--- src/rtl/core/mog_pkg.sv ---
// Package: types, constants and control structs of the outlier gate.
`default_nettype none
package mog_pkg;

  // Default depth of the match store.
  localparam int MAX_MATCHES_DEF = 64;

  // Field widths.
  localparam int DISP_W  = 20;
  localparam int KEY_W   = 21;
  localparam int GAIN_W  = 12;
  localparam int INDEX_W = 6;
  localparam int BIT_W   = 5;

  // Top bit of a selection key.
  localparam logic [BIT_W-1:0] KEY_TOP_BIT = BIT_W'(KEY_W - 1);

  // 1.4826 in Q12, 3.0 px in Q8 and the gate ceiling.
  localparam logic [12:0]      MAD_COEF_Q12 = 13'd6073;
  localparam logic [KEY_W-1:0] MIN_GATE_Q8  = 21'd768;
  localparam logic [KEY_W-1:0] GATE_MAX     = 21'h1FFFFF;
  localparam logic [GAIN_W-1:0] GAIN_RESET  = 12'd768;

  // Controller states.
  typedef enum logic [3:0] {
    S_IDLE,
    S_START,
    S_SCAN,
    S_DECIDE,
    S_COMBINE,
    S_GMUL,
    S_GSET,
    S_EMIT_RD,
    S_EMIT_WAIT
  } state_t;

  // Value that a selection pass ranks.
  typedef enum logic [1:0] {
    SRC_U,
    SRC_V,
    SRC_DU,
    SRC_DV
  } src_t;

  // Commands from the controller to the datapath.
  typedef struct packed {
    logic load;
    logic first_item;
    logic rd_en;
    src_t src;
    logic sel_init;
    logic sel_second;
    logic decide;
    logic sel_done;
    logic combine;
    logic gate_mul;
    logic gate_set;
    logic emit_load;
    logic emit_last;
  } ctrl_cmd_t;

  // Status from the datapath to the controller.
  typedef struct packed {
    logic m_zero;
    logic m_odd;
    logic out_free;
  } ctrl_sts_t;

endpackage
`default_nettype wire

--- src/rtl/core/mog_ifs.sv ---
// Interfaces: displacement input, result output and gain configuration channels.
`default_nettype none
interface mog_disp_if;
  logic                           valid;
  logic                           ready;
  logic signed [mog_pkg::DISP_W-1:0] disp_u;
  logic signed [mog_pkg::DISP_W-1:0] disp_v;
  logic                           mutual;
  logic                           last_in;
  modport source (output valid, disp_u, disp_v, mutual, last_in, input ready);
  modport sink (input valid, disp_u, disp_v, mutual, last_in, output ready);
endinterface

interface mog_res_if;
  logic                          valid;
  logic                          ready;
  logic [mog_pkg::INDEX_W-1:0]   match_index;
  logic                          inlier;
  logic                          no_mutual;
  logic                          last_out;
  modport source (output valid, match_index, inlier, no_mutual, last_out, input ready);
  modport sink (input valid, match_index, inlier, no_mutual, last_out, output ready);
endinterface

interface mog_cfg_if;
  logic                         valid;
  logic                         ready;
  logic [mog_pkg::GAIN_W-1:0]   mad_gain;
  modport source (output valid, mad_gain, input ready);
  modport sink (input valid, mad_gain, output ready);
endinterface
`default_nettype wire

--- src/rtl/core/mad_outlier_gate.sv ---
// Top level: MAD outlier gate over a set of matched displacements.
//
//  Channel | Dir | Payload                                   | Beat accepted when
//  disp    | in  | disp_u, disp_v, mutual, last_in           | valid && ready
//  res     | out | match_index, inlier, no_mutual, last_out  | valid && ready
//  cfg     | in  | mad_gain                                  | valid && ready (always ready)
//
// Beats load while the block is idle. After the last beat of a set of n items with m mutual,
// each median is found by a bitwise rank search: 21 passes, each a scan of the set over the single
// store read port, one search per median for odd m and two for even m, four medians.
// A set without mutual matches skips the searches and goes straight to result output.
// Reset is synchronous: it clears control state and sets the default gain, never the stores.
// A stalled result holds the result register; loading of the next set waits until the last
// result of the set has been loaded into it.
`default_nettype none
module mad_outlier_gate #(
  parameter int MAX_MATCHES = mog_pkg::MAX_MATCHES_DEF
) (
  input wire logic clk,
  input wire logic rst,
  mog_disp_if.sink   disp,
  mog_res_if.source  res,
  mog_cfg_if.sink    cfg
);
  mog_pkg::ctrl_cmd_t cmd;
  mog_pkg::ctrl_sts_t sts;
  logic [$clog2(MAX_MATCHES)-1:0] addr;
  logic [mog_pkg::BIT_W-1:0]      bit_idx;

  // Configuration is always taken.
  assign cfg.ready = 1'b1;

  // Sequencer.
  mog_ctrl #(.MAX_MATCHES(MAX_MATCHES)) u_ctrl (
    .clk      (clk),
    .rst      (rst),
    .in_valid (disp.valid),
    .in_last  (disp.last_in),
    .in_ready (disp.ready),
    .sts      (sts),
    .cmd      (cmd),
    .addr     (addr),
    .bit_idx  (bit_idx)
  );

  // Store and arithmetic.
  mog_dp #(.MAX_MATCHES(MAX_MATCHES)) u_dp (
    .clk        (clk),
    .rst        (rst),
    .cmd        (cmd),
    .addr       (addr),
    .bit_idx    (bit_idx),
    .sts        (sts),
    .in_u       (disp.disp_u),
    .in_v       (disp.disp_v),
    .in_mutual  (disp.mutual),
    .cfg_we     (cfg.valid),
    .cfg_gain   (cfg.mad_gain),
    .out_valid  (res.valid),
    .out_ready  (res.ready),
    .out_index  (res.match_index),
    .out_inlier (res.inlier),
    .out_none   (res.no_mutual),
    .out_last   (res.last_out)
  );

endmodule
`default_nettype wire

--- src/rtl/core/mog_ctrl.sv ---
// Controller: sequences loading, rank selections, gate arithmetic and result output.
`default_nettype none
module mog_ctrl #(
  parameter int MAX_MATCHES = mog_pkg::MAX_MATCHES_DEF
) (
  input  wire logic                      clk,
  input  wire logic                      rst,
  input  wire logic                      in_valid,
  input  wire logic                      in_last,
  output logic                           in_ready,
  input  wire mog_pkg::ctrl_sts_t        sts,
  output mog_pkg::ctrl_cmd_t             cmd,
  output logic [$clog2(MAX_MATCHES)-1:0] addr,
  output logic [mog_pkg::BIT_W-1:0]      bit_idx
);
  localparam int AW = $clog2(MAX_MATCHES);
  localparam int CW = $clog2(MAX_MATCHES + 1);
  localparam logic [CW-1:0] LAST_CNT = CW'(MAX_MATCHES - 1);

  mog_pkg::state_t state, state_next;
  mog_pkg::src_t   src, src_next;
  logic [CW-1:0]   cnt, cnt_next;
  logic [CW-1:0]   idx, idx_next;
  logic [mog_pkg::BIT_W-1:0] bitn, bitn_next;
  logic            second, second_next;
  logic            in_fire;

  assign in_ready = (state == mog_pkg::S_IDLE);
  assign in_fire  = in_valid && in_ready;
  assign bit_idx  = bitn;

  // Control registers.
  always_ff @(posedge clk) begin
    if (rst) begin
      state  <= mog_pkg::S_IDLE;
      src    <= mog_pkg::SRC_U;
      cnt    <= '0;
      idx    <= '0;
      bitn   <= '0;
      second <= 1'b0;
    end else begin
      state  <= state_next;
      src    <= src_next;
      cnt    <= cnt_next;
      idx    <= idx_next;
      bitn   <= bitn_next;
      second <= second_next;
    end
  end

  // Next state and counters.
  always_comb begin
    state_next  = state;
    src_next    = src;
    cnt_next    = cnt;
    idx_next    = idx;
    bitn_next   = bitn;
    second_next = second;
    case (state)
      mog_pkg::S_IDLE: begin
        if (in_fire) begin
          cnt_next = cnt + 1'b1;
          if (in_last || cnt == LAST_CNT) state_next = mog_pkg::S_START;
        end
      end
      mog_pkg::S_START: begin
        idx_next = '0;
        if (sts.m_zero) begin
          state_next = mog_pkg::S_EMIT_RD;
        end else begin
          src_next    = mog_pkg::SRC_U;
          second_next = 1'b0;
          bitn_next   = mog_pkg::KEY_TOP_BIT;
          state_next  = mog_pkg::S_SCAN;
        end
      end
      mog_pkg::S_SCAN: begin
        if (idx == cnt) state_next = mog_pkg::S_DECIDE;
        else idx_next = idx + 1'b1;
      end
      mog_pkg::S_DECIDE: begin
        idx_next = '0;
        if (bitn != '0) begin
          bitn_next  = bitn - 1'b1;
          state_next = mog_pkg::S_SCAN;
        end else if (!second && !sts.m_odd) begin
          second_next = 1'b1;
          bitn_next   = mog_pkg::KEY_TOP_BIT;
          state_next  = mog_pkg::S_SCAN;
        end else begin
          state_next = mog_pkg::S_COMBINE;
        end
      end
      mog_pkg::S_COMBINE: begin
        case (src)
          mog_pkg::SRC_U: begin
            src_next    = mog_pkg::SRC_V;
            second_next = 1'b0;
            bitn_next   = mog_pkg::KEY_TOP_BIT;
            state_next  = mog_pkg::S_SCAN;
          end
          mog_pkg::SRC_V: begin
            src_next    = mog_pkg::SRC_DU;
            second_next = 1'b0;
            bitn_next   = mog_pkg::KEY_TOP_BIT;
            state_next  = mog_pkg::S_SCAN;
          end
          default: state_next = mog_pkg::S_GMUL;
        endcase
      end
      mog_pkg::S_GMUL: state_next = mog_pkg::S_GSET;
      mog_pkg::S_GSET: begin
        if (src == mog_pkg::SRC_DU) begin
          src_next    = mog_pkg::SRC_DV;
          second_next = 1'b0;
          bitn_next   = mog_pkg::KEY_TOP_BIT;
          state_next  = mog_pkg::S_SCAN;
        end else begin
          idx_next   = '0;
          state_next = mog_pkg::S_EMIT_RD;
        end
      end
      mog_pkg::S_EMIT_RD: state_next = mog_pkg::S_EMIT_WAIT;
      mog_pkg::S_EMIT_WAIT: begin
        if (sts.out_free) begin
          if (idx == cnt - 1'b1) begin
            cnt_next   = '0;
            state_next = mog_pkg::S_IDLE;
          end else begin
            idx_next   = idx + 1'b1;
            state_next = mog_pkg::S_EMIT_RD;
          end
        end
      end
      default: state_next = mog_pkg::S_IDLE;
    endcase
  end

  // Datapath commands.
  always_comb begin
    cmd            = '0;
    cmd.src        = src;
    cmd.first_item = (cnt == '0);
    cmd.sel_second = second;
    addr           = (state == mog_pkg::S_IDLE) ? cnt[AW-1:0] : idx[AW-1:0];
    case (state)
      mog_pkg::S_IDLE:  cmd.load = in_fire;
      mog_pkg::S_START: begin
        cmd.sel_init   = !sts.m_zero;
        cmd.sel_second = 1'b0;
      end
      mog_pkg::S_SCAN:  cmd.rd_en = (idx != cnt);
      mog_pkg::S_DECIDE: begin
        cmd.decide = 1'b1;
        if (bitn == '0) begin
          cmd.sel_done = 1'b1;
          if (!second && !sts.m_odd) begin
            cmd.sel_init   = 1'b1;
            cmd.sel_second = 1'b1;
          end
        end
      end
      mog_pkg::S_COMBINE: begin
        cmd.combine    = 1'b1;
        cmd.sel_second = 1'b0;
        cmd.sel_init   = (src == mog_pkg::SRC_U) || (src == mog_pkg::SRC_V);
      end
      mog_pkg::S_GMUL: cmd.gate_mul = 1'b1;
      mog_pkg::S_GSET: begin
        cmd.gate_set   = 1'b1;
        cmd.sel_second = 1'b0;
        cmd.sel_init   = (src == mog_pkg::SRC_DU);
      end
      mog_pkg::S_EMIT_RD: cmd.rd_en = 1'b1;
      mog_pkg::S_EMIT_WAIT: begin
        cmd.emit_load = sts.out_free;
        cmd.emit_last = (idx == cnt - 1'b1);
      end
      default: cmd = '0;
    endcase
  end

endmodule
`default_nettype wire

--- src/rtl/core/mog_dp.sv ---
// Datapath: match store, bitwise rank selection, medians, gates and result register.
`default_nettype none
module mog_dp #(
  parameter int MAX_MATCHES = mog_pkg::MAX_MATCHES_DEF
) (
  input  wire logic                                clk,
  input  wire logic                                rst,
  input  wire mog_pkg::ctrl_cmd_t                  cmd,
  input  wire logic [$clog2(MAX_MATCHES)-1:0]      addr,
  input  wire logic [mog_pkg::BIT_W-1:0]           bit_idx,
  output mog_pkg::ctrl_sts_t                       sts,
  input  wire logic signed [mog_pkg::DISP_W-1:0]   in_u,
  input  wire logic signed [mog_pkg::DISP_W-1:0]   in_v,
  input  wire logic                                in_mutual,
  input  wire logic                                cfg_we,
  input  wire logic [mog_pkg::GAIN_W-1:0]          cfg_gain,
  output logic                                     out_valid,
  input  wire logic                                out_ready,
  output logic [mog_pkg::INDEX_W-1:0]              out_index,
  output logic                                     out_inlier,
  output logic                                     out_none,
  output logic                                     out_last
);
  localparam int CW = $clog2(MAX_MATCHES + 1);
  localparam int KW = mog_pkg::KEY_W;
  localparam int DW = mog_pkg::DISP_W;

  // Match store.
  logic [DW-1:0] u_mem [MAX_MATCHES];
  logic [DW-1:0] v_mem [MAX_MATCHES];
  logic          m_mem [MAX_MATCHES];
  logic [DW-1:0] u_rd, v_rd;
  logic          m_rd, rd_valid;

  logic [CW-1:0]  m_cnt, rank, cnt_lt;
  logic [KW-1:0]  pfx, pfx_next, sel_lo, sel_hi;
  logic [DW-1:0]  med_u, med_v;
  logic [KW-1:0]  mad, gate_u, gate_v;
  logic [mog_pkg::GAIN_W-1:0] gain;
  logic [24:0]    gp;
  logic [45:0]    prod;

  logic [KW-1:0]  diff_u, diff_v, dev_u, dev_v, key;
  logic [KW-1:0]  bit_set, hi_mask;
  logic [KW:0]    ge_mask;
  logic           match, take_hi;
  logic [KW-1:0]  msum;
  logic [KW:0]    dsum;
  logic [25:0]    gshift;
  logic [KW-1:0]  gate_val;

  // Store writes and registered reads.
  always_ff @(posedge clk) begin
    if (cmd.load) begin
      u_mem[addr] <= in_u;
      v_mem[addr] <= in_v;
      m_mem[addr] <= in_mutual;
    end
    if (cmd.rd_en) begin
      u_rd <= u_mem[addr];
      v_rd <= v_mem[addr];
      m_rd <= m_mem[addr];
    end
  end

  // Read-valid flag and mutual count.
  always_ff @(posedge clk) begin
    if (rst) begin
      rd_valid <= 1'b0;
      m_cnt    <= '0;
    end else begin
      rd_valid <= cmd.rd_en;
      if (cmd.load) m_cnt <= (cmd.first_item ? '0 : m_cnt) + CW'(in_mutual);
    end
  end

  assign sts.m_zero   = (m_cnt == '0);
  assign sts.m_odd    = m_cnt[0];
  assign sts.out_free = !out_valid || out_ready;

  // Absolute deviations from the medians.
  always_comb begin
    diff_u = {u_rd[DW-1], u_rd} - {med_u[DW-1], med_u};
    diff_v = {v_rd[DW-1], v_rd} - {med_v[DW-1], med_v};
    dev_u  = diff_u[KW-1] ? -diff_u : diff_u;
    dev_v  = diff_v[KW-1] ? -diff_v : diff_v;
  end

  // Selection key: signed values in offset form, deviations as they are.
  always_comb begin
    case (cmd.src)
      mog_pkg::SRC_U:  key = {1'b0, ~u_rd[DW-1], u_rd[DW-2:0]};
      mog_pkg::SRC_V:  key = {1'b0, ~v_rd[DW-1], v_rd[DW-2:0]};
      mog_pkg::SRC_DU: key = dev_u;
      default:         key = dev_v;
    endcase
  end

  // Prefix match above the current bit and the decision on that bit.
  always_comb begin
    ge_mask  = ((KW+1)'(2) << bit_idx) - (KW+1)'(1);
    hi_mask  = ~ge_mask[KW-1:0];
    bit_set  = KW'(1) << bit_idx;
    match    = (((key ^ pfx) & hi_mask) == '0) && ((key & bit_set) == '0);
    take_hi  = (rank >= cnt_lt);
    pfx_next = take_hi ? (pfx | bit_set) : pfx;
  end

  // Rank search registers. The first search of a median gives the lower value, the
  // second one (even count only) the upper value.
  always_ff @(posedge clk) begin
    if (cmd.sel_init) begin
      pfx    <= '0;
      cnt_lt <= '0;
      rank   <= cmd.sel_second ? (m_cnt >> 1) : ((m_cnt - 1'b1) >> 1);
    end else if (cmd.decide) begin
      pfx    <= pfx_next;
      cnt_lt <= '0;
      if (take_hi) rank <= rank - cnt_lt;
    end else if (rd_valid && m_rd && match) begin
      cnt_lt <= cnt_lt + 1'b1;
    end
    if (cmd.sel_done) begin
      if (cmd.sel_init || !cmd.sel_second) sel_lo <= pfx_next;
      sel_hi <= pfx_next;
    end
  end

  // Floored mean of the two selected keys.
  always_comb begin
    msum = {~sel_lo[DW-1], ~sel_lo[DW-1], sel_lo[DW-2:0]}
         + {~sel_hi[DW-1], ~sel_hi[DW-1], sel_hi[DW-2:0]};
    dsum = {1'b0, sel_lo} + {1'b0, sel_hi};
  end

  // Gate value from the product, saturated and floored at 3 px.
  always_comb begin
    gshift = prod[45:20];
    if (gshift > 26'(mog_pkg::GATE_MAX)) gate_val = mog_pkg::GATE_MAX;
    else if (gshift < 26'(mog_pkg::MIN_GATE_Q8)) gate_val = mog_pkg::MIN_GATE_Q8;
    else gate_val = gshift[KW-1:0];
  end

  // Gain register.
  always_ff @(posedge clk) begin
    if (rst) gain <= mog_pkg::GAIN_RESET;
    else if (cfg_we) gain <= cfg_gain;
  end

  // Medians, MAD and gates.
  always_ff @(posedge clk) begin
    gp <= 25'(gain * mog_pkg::MAD_COEF_Q12);
    if (cmd.combine) begin
      case (cmd.src)
        mog_pkg::SRC_U: med_u <= msum[KW-1:1];
        mog_pkg::SRC_V: med_v <= msum[KW-1:1];
        default:        mad   <= dsum[KW:1];
      endcase
    end
    if (cmd.gate_mul) prod <= gp * mad;
    if (cmd.gate_set) begin
      if (cmd.src == mog_pkg::SRC_DU) gate_u <= gate_val;
      else gate_v <= gate_val;
    end
  end

  // Result register.
  always_ff @(posedge clk) begin
    if (rst) begin
      out_valid <= 1'b0;
    end else if (cmd.emit_load) begin
      out_valid <= 1'b1;
    end else if (out_ready) begin
      out_valid <= 1'b0;
    end
  end

  always_ff @(posedge clk) begin
    if (cmd.emit_load) begin
      out_index  <= mog_pkg::INDEX_W'(addr);
      out_inlier <= !sts.m_zero && m_rd && (dev_u <= gate_u) && (dev_v <= gate_v);
      out_none   <= sts.m_zero;
      out_last   <= cmd.emit_last;
    end
  end

endmodule
`default_nettype wire

--- src/flat_wrapper.sv ---
// flat-port wrapper written by rule: the top's interface ports become plain ports
module mad_outlier_gate_flat 
#(
  parameter int MAX_MATCHES = mog_pkg::MAX_MATCHES_DEF
)
  (clk, rst, disp_valid, disp_disp_u, disp_disp_v, disp_mutual, disp_last_in, disp_ready, res_valid, res_match_index, res_inlier, res_no_mutual, res_last_out, res_ready, cfg_valid, cfg_mad_gain, cfg_ready);
  mog_disp_if disp_i ();
  mog_res_if res_i ();
  mog_cfg_if cfg_i ();
  input wire logic clk;
  input wire logic rst;
  input wire logic [$bits(disp_i.valid)-1:0] disp_valid;
  input wire logic [$bits(disp_i.disp_u)-1:0] disp_disp_u;
  input wire logic [$bits(disp_i.disp_v)-1:0] disp_disp_v;
  input wire logic [$bits(disp_i.mutual)-1:0] disp_mutual;
  input wire logic [$bits(disp_i.last_in)-1:0] disp_last_in;
  output wire logic [$bits(disp_i.ready)-1:0] disp_ready;
  output wire logic [$bits(res_i.valid)-1:0] res_valid;
  output wire logic [$bits(res_i.match_index)-1:0] res_match_index;
  output wire logic [$bits(res_i.inlier)-1:0] res_inlier;
  output wire logic [$bits(res_i.no_mutual)-1:0] res_no_mutual;
  output wire logic [$bits(res_i.last_out)-1:0] res_last_out;
  input wire logic [$bits(res_i.ready)-1:0] res_ready;
  input wire logic [$bits(cfg_i.valid)-1:0] cfg_valid;
  input wire logic [$bits(cfg_i.mad_gain)-1:0] cfg_mad_gain;
  output wire logic [$bits(cfg_i.ready)-1:0] cfg_ready;
  assign disp_i.valid = disp_valid;
  assign disp_i.disp_u = disp_disp_u;
  assign disp_i.disp_v = disp_disp_v;
  assign disp_i.mutual = disp_mutual;
  assign disp_i.last_in = disp_last_in;
  assign disp_ready = disp_i.ready;
  assign res_valid = res_i.valid;
  assign res_match_index = res_i.match_index;
  assign res_inlier = res_i.inlier;
  assign res_no_mutual = res_i.no_mutual;
  assign res_last_out = res_i.last_out;
  assign res_i.ready = res_ready;
  assign cfg_i.valid = cfg_valid;
  assign cfg_i.mad_gain = cfg_mad_gain;
  assign cfg_ready = cfg_i.ready;
  mad_outlier_gate #(.MAX_MATCHES(MAX_MATCHES)) u_core (.clk(clk), .rst(rst), .disp(disp_i), .res(res_i), .cfg(cfg_i));
endmodule
--- config.mk ---
export PLATFORM = sky130hd
export DESIGN_NAME = mad_outlier_gate_flat
export DESIGN_NICKNAME = d
export VERILOG_FILES = /design/src/rtl/core/mog_pkg.sv /design/src/rtl/core/mog_ifs.sv /design/src/rtl/core/mad_outlier_gate.sv /design/src/rtl/core/mog_ctrl.sv /design/src/rtl/core/mog_dp.sv /design/src/flat_wrapper.sv
export SDC_FILE = /design/constraint.sdc
export NUM_CORES = 2
export LEC_CHECK = 0
export ABC_CLOCK_PERIOD_IN_PS = 9100
export BUFFER_PORTS_ARGS = -buffer_cell sky130_fd_sc_hd__clkbuf_2
export CORE_ASPECT_RATIO = 1.5
export CORE_MARGIN = 3
export CORE_UTILIZATION = 45
export DETAILED_ROUTE_END_ITERATION = 16
export GPL_ROUTABILITY_DRIVEN = 0
export PLACE_DENSITY = 0.61
export SYNTH_ARGS = -nofsm -noshare
export SYNTH_HDL_FRONTEND = slang
export SYNTH_HIERARCHICAL = 1
export SYNTH_SLANG_ARGS = --single-unit
--- constraint.sdc ---
create_clock -name clk -period 9.1 [get_ports clk]
set_clock_uncertainty 0.2 [all_clocks]
set_input_delay 0.455 -clock clk [delete_from_list [all_inputs] [get_ports clk]]
set_output_delay 0.455 -clock clk [all_outputs]
set_load 0.05 [all_outputs]
**Word level (Yosys, flattened, before mapping)**

Memories as Yosys holds them, arrays and structs flattened. A register that Yosys moved wholly into a read port is not among the register bits.
Index checks and enable logic that the tools add are counted.
Widths: inputs -> output; s select.

- Add/sub/neg operators: 15
- Multipliers: 2
- Order comparisons: 5
- Equal/unequal tests: 31
- Shifts and indexed selects: 2
- Mux-type cells: 65
- Bitwise logic cells: 11
- Reductions and logical operators: 52

Operator list:

| operator | number |
|---|---|
| $mux 21 | 5 |
| $mux 7 | 11 |
| $pmux 21 s3 | 1 |
| $mul 25x21->46 | 1 |
| $and 21x21->21 | 2 |
| $le 21x21->1 | 2 |
| $logic_not 21->1 | 2 |
| $neg 21->21 | 2 |
| $sub 20x20->21 | 2 |
| $pmux 4 s9 | 1 |
| $pmux 7 s4 | 1 |
| $gt 26x21->1 const B | 1 |
| $lt 26x10->1 const B | 1 |
| $mul 12x13->25 const B | 1 |
| $mux 5 | 5 |
| $add 21x21->22 | 1 |
| $ne 2x2->1 const B | 11 |
| $add 20x20->21 | 1 |
| $add 7x1->7 const B | 3 |
| $not 21->21 | 1 |
| $or 21x21->21 | 1 |
| $shl 1x5->21 const A | 1 |
| $shl 2x5->21 const A | 1 |
| $sub 21x2->21 const B | 1 |
| other kinds (48) | 124 |

- Flip-flop bits (word level): 307
- Memory bits (writable): 2624
- Bits of input ports: 59
- Memories: 3

Memory list:

| name | words | width | read ports | clocked after Yosys merged registers in | write ports | line | source |
|---|---|---|---|---|---|---|---|
| u_core.u_dp.u_mem | 64 | 20 | 1 | 1 | 1 | mog_dp.sv:29 | `logic [DW-1:0] u_mem [MAX_MATCHES];` |
| u_core.u_dp.v_mem | 64 | 20 | 1 | 1 | 1 | mog_dp.sv:30 | `logic [DW-1:0] v_mem [MAX_MATCHES];` |
| u_core.u_dp.m_mem | 64 | 1 | 1 | 1 | 1 | mog_dp.sv:31 | `logic m_mem [MAX_MATCHES];` |

**Logic depth before layout (Yosys ltp)**

- Depth after elaboration: 10
- Mapped depth: 30
- Gate-level depth less buffers: 28

**By module**

The synthesis kept the hierarchy.

Modules (own cells, without submodules):

| module | instances | cells an instance | area each (um^2) | sequential area each (um^2) |
|---|---|---|---|---|
| mog_dp | 1 | 8607 | 130466.4 | 87123.6 |
| mog_ctrl | 1 | 245 | 1906.8 | 520.5 |
| mad_outlier_gate | 1 | 2 | 11.3 | 0.0 |

**Worst setup path before layout**

Ideal clock, no wire load.

- Kind: register to register
- Start point: register u_core.u_dp.mad[12]
- End point: register u_core.u_dp.prod[45] (data pin)
- Library setup time: 259 ps
- Arrival time: 7026 ps
- Path slack: 1614 ps
- Cell stages (with the launch flop): 29
- Buffers on the path: 2
- Period minus slack after synthesis: 7486 ps
- Cell sequence: edfxtp_1 clkbuf_1 clkbuf_1 nand2_1 fa_1 inv_1 fa_1 fa_1 fa_1 fa_1 fa_1 inv_1 fa_1 inv_1 ha_1 a21o_1 a21o_1 a21oi_1 nor2b_1 o21ai_0 a21boi_0 o21ai_0 a31o_2 o21ai_0 a211oi_1 a21oi_1 a21o_1 a21oi_1 xnor2_1

- Longest elaborated chain between the ends: 1

Ends and longest elaborated chain:

| what | line | source |
|---|---|---|
| from (decl) | mog_dp.sv:38 | `logic [KW-1:0] mad, gate_u, gate_v;` |
| from (signal assigned) | mog_dp.sv:157 | `default: mad <= dsum[KW:1];` |
| $mul 25x21->46 | mog_dp.sv:160 | `if (cmd.gate_mul) prod <= gp * mad;` |
| to (signal assigned) | mog_dp.sv:160 |  |
| to (decl) | mog_dp.sv:41 | `logic [45:0] prod;` |

No other way between the ends.
A chain may end at the register's enable or synchronous reset.

**Final worst setup path**

- Start point: register u_core.u_dp.mad[3]
- End point: register u_core.u_dp.prod[45] (data pin)

The elaborated chain is that of the path after synthesis.

==> results.yml <==
critical_path:
  path_buf_inv: 4
  max_stage_delay_ps: 1010
  start_kind: "register"
  r2r-start: "u_core/u_dp/mad[3]$_DFFE_PP_"
  critPathSlowestCell: "edfxtp_1"
  cp-end-kind: "register"
  cp_max_fo: 25
  crit_top_cell: "fa_1"
  crit_family: "adder cells"
  critical_path_class: "register to register"
  crit_start: "u_core/u_dp/mad[3]$_DFFE_PP_"
  required_ps: 9470
  worstPathArrival_ps: 8990
logic_synthesis:
  synth_cells: 8854
  synth_most_common_cell: "edfxtp_1"
  ys_async_sr_fraction_pct: 0
  synthTopCellsByCount: "2852 x edfxtp_1, 764 x a22oi_1, 714 x inv_1, 495 x fa_1, 429 x clkbuf_1"
  synth_ff_type: "edfxtp_1"
  synth-seq-cells: 2952
  synth.distinct_cells: 96
  yosysWarnings: 6
  synth_top_area_share_pct: 64.7
  ys_seq_area_share_pct: 66.2
  synth-edff-count: 2852
  syn_area_sq_mm: 0.132
  synth.net_count: 9755
  yosys.area.top_type: "edfxtp_1"
  synth.top_cells.by_area: "edfxtp_1 65%, fa_1 7.5%, a22oi_1 4.3%"
  syn_area_per_cell_sq_um: 15.0
timing:
  tightest_slew_ps: 1590
  finalCritPeriodShare_pct: 94.7
  timing.slew.headroom_pct: -6.62
  fin_crit_ps: 8620
  final.setup.tns_ps: 0
  maxSlewViolCount: 4
  max_freq_mhz: 116
  hold_violations: 0
  rsz0062_at_grt: "no"
  setup_viol: 0
outcome:
  violations: "max-capacitance violations, max-slew violations"
  status: "finished with violations"
clocking:
  cts_tree: "yes"
  cts_hold_buf: 41
  numCtsBuffers: 286
  ctsResizeCount: 0
  clock_path_buffers: 4
  cts.sinks: 2952
  clock_latency_ps: 860
  cts_root_buf: "clkbuf_16"
  cts_setup_buffers: 0
  h-tree-depth: 5
  clk_pin_slew_ps: 60
detailed_routing:
  drt-wirelength-per-cell_um: 32.2
  dr.pass1.iters: 8
  routed-via-count: 82800
  via_per_inst: 6.33
  drc: 0
  drt-total-wl_um: 422000
  ant_nets: 0
  drtIter0Drc: 9933
placed_design:
  port_buffers: 69
  hpwlAfterDp_um: 253000
global_route:
  antenna_found_initial: 20
  overflow: 0
  grt_max_degree: 85
  grt_pass1_wl_um: 599000
  grt_usage_pct: 27.4
  grt_pass1_vias: 83400
job:
  drv_cap: 1
hold_path:
  hold_class: "primary input to register"
  hp-start: "disp_disp_v[4]"
die:
  die_y_um: 670
  die_x_um: 449
  rows: 243
  core_region_area_sq_mm: 0.292
  dieArea_sq_mm: 0.301
  start_util_pct: 45.3
  io_pins: 71
layout:
  drive_above_1_share_pct: 9.05
  syn_to_final_growth_pct: 11.5
  nets: 9867
-- cells by family after synthesis --
| logic type | synth area share [%] |
|---|---|
| adders and majority gates | 10.8 |
| AOI/OAI and AO/OA | 12.5 |
| and+or+nand+nor | 5.55 |
| xor gates and xnor gates | 1.05 |
| muxes | 0.418 |
| other | 0.00283 |
| DFF | 66.2 |
| buffers and inverters | 3.53 |
-- state kept, by name, summed over array words and instances (netlist names), 12 cells and up --
signal / count
u_core/u_dp/gate_u: 21
u_core/u_dp/med_v: 20
u_core/u_dp/u_mem: 1280
u_core/u_dp/gain: 12
u_core/u_dp/pfx: 21
u_core/u_dp/sel_hi: 21
u_core/u_dp/sel_lo: 21
u_core/u_dp/gp: 25
u_core/u_dp/v_rd: 20
u_core/u_dp/u_rd: 20
u_core/u_dp/m_mem: 64
u_core/u_dp/mad: 21
u_core/u_dp/prod: 26
u_core/u_dp/gate_v: 21
u_core/u_dp/v_mem: 1280
u_core/u_dp/med_u: 20
-- routing by layer --
layer / routed length, um / track usage (%) / vias to the layer above / part of all wire, %
met5: 62 / 0 / - / 0.015
met3: 34200 / 4.21 / 1215 / 8.1
li1: - / - / 34300 / -
met1: 143000 / 31.4 / 42700 / 34
met2: 213000 / 48.1 / 4588 / 50
met4: 31700 / 17.2 / 10 / 7.5
-- worst register-to-register path, cell delays in order, from the launching register on --
cell and delay [ps]:
edfxtp_1 1010, and2_1 300, fa_1 420, fa_1 510, inv_1 50, fa_1 480
inv_1 60, fa_1 480, fa_1 510, fa_1 500, inv_1 50, fa_1 490
inv_1 50, ha_1 340, a21o_1 180, a21o_1 170, a21oi_1 190, nor2b_1 70
o21ai_0 150, a21boi_0 160, o21ai_0 340, a31o_2 270, o21ai_0 170, a211oi_1 500
a21oi_1 190, a21o_1 230, a21oi_1 180, xnor2_1 110
-- worst paths after layout --
check	end	slack, ps	cells after the start
worst min register to register	u_core/u_dp/cnt_lt[3]$_SDFFE_PP0P_	290	2
worst max-delay path	u_core/u_dp/prod[45]$_DFFE_PP_	480	27
worst min-delay path	u_core/u_dp/v_mem[2][4]$_DFFE_PP_	40	2
worst max register to register	u_core/u_dp/prod[45]$_DFFE_PP_	480	27
-- cell usage in the layout, fill, tap and decap left out, types with 285 or more instances in the layout --
| master | n |
|---|---|
| fa_1 | 495 |
| a31oi_1 | 301 |
| clkbuf_16 | 296 |
| nand2_1 | 390 |
| ha_1 | 347 |
| a22oi_1 | 764 |
| and2_1 | 295 |
| a221oi_1 | 285 |
| edfxtp_1 | 2852 |
| inv_1 | 714 |
-- stage by stage --
| stage | hold slack, ps | area [sq um] | setup slack (ps) | utilization [%] | instances |
|---|---|---|---|---|---|
| after floorplan | 232 | 132000 | 1610 | - | 8854 |
| after global placement | 264 | 138000 | 575 | 47.2 | 12600 |
| after detailed placement | 276 | 138000 | 493 | 47.2 | 12600 |
| after CTS | 0.449 | 148000 | 422 | 50.4 | 13100 |
| after global routing | 41.6 | 148000 | 46.6 | 50.4 | 13100 |
| final | 38.0 | 148000 | 482 | 50.4 | 13100 |
-- area by class of cell --
cell class | instances | area, sq um
Antenna cell | 6 | 15.0
Multi-Input combinational cell | 4675 | 40600
Clock buffer | 352 | 7620
Fill cell | 24400 | 145000
Sequential cell | 2952 | 87600
Timing Repair Buffer | 334 | 2640
Clock inverter | 135 | 1380
Inverter | 717 | 2690
Tap cell | 3920 | 4900
Power is not shown: default switching activity piles up to over one toggle a cycle in this logic, so the estimate is an artifact.
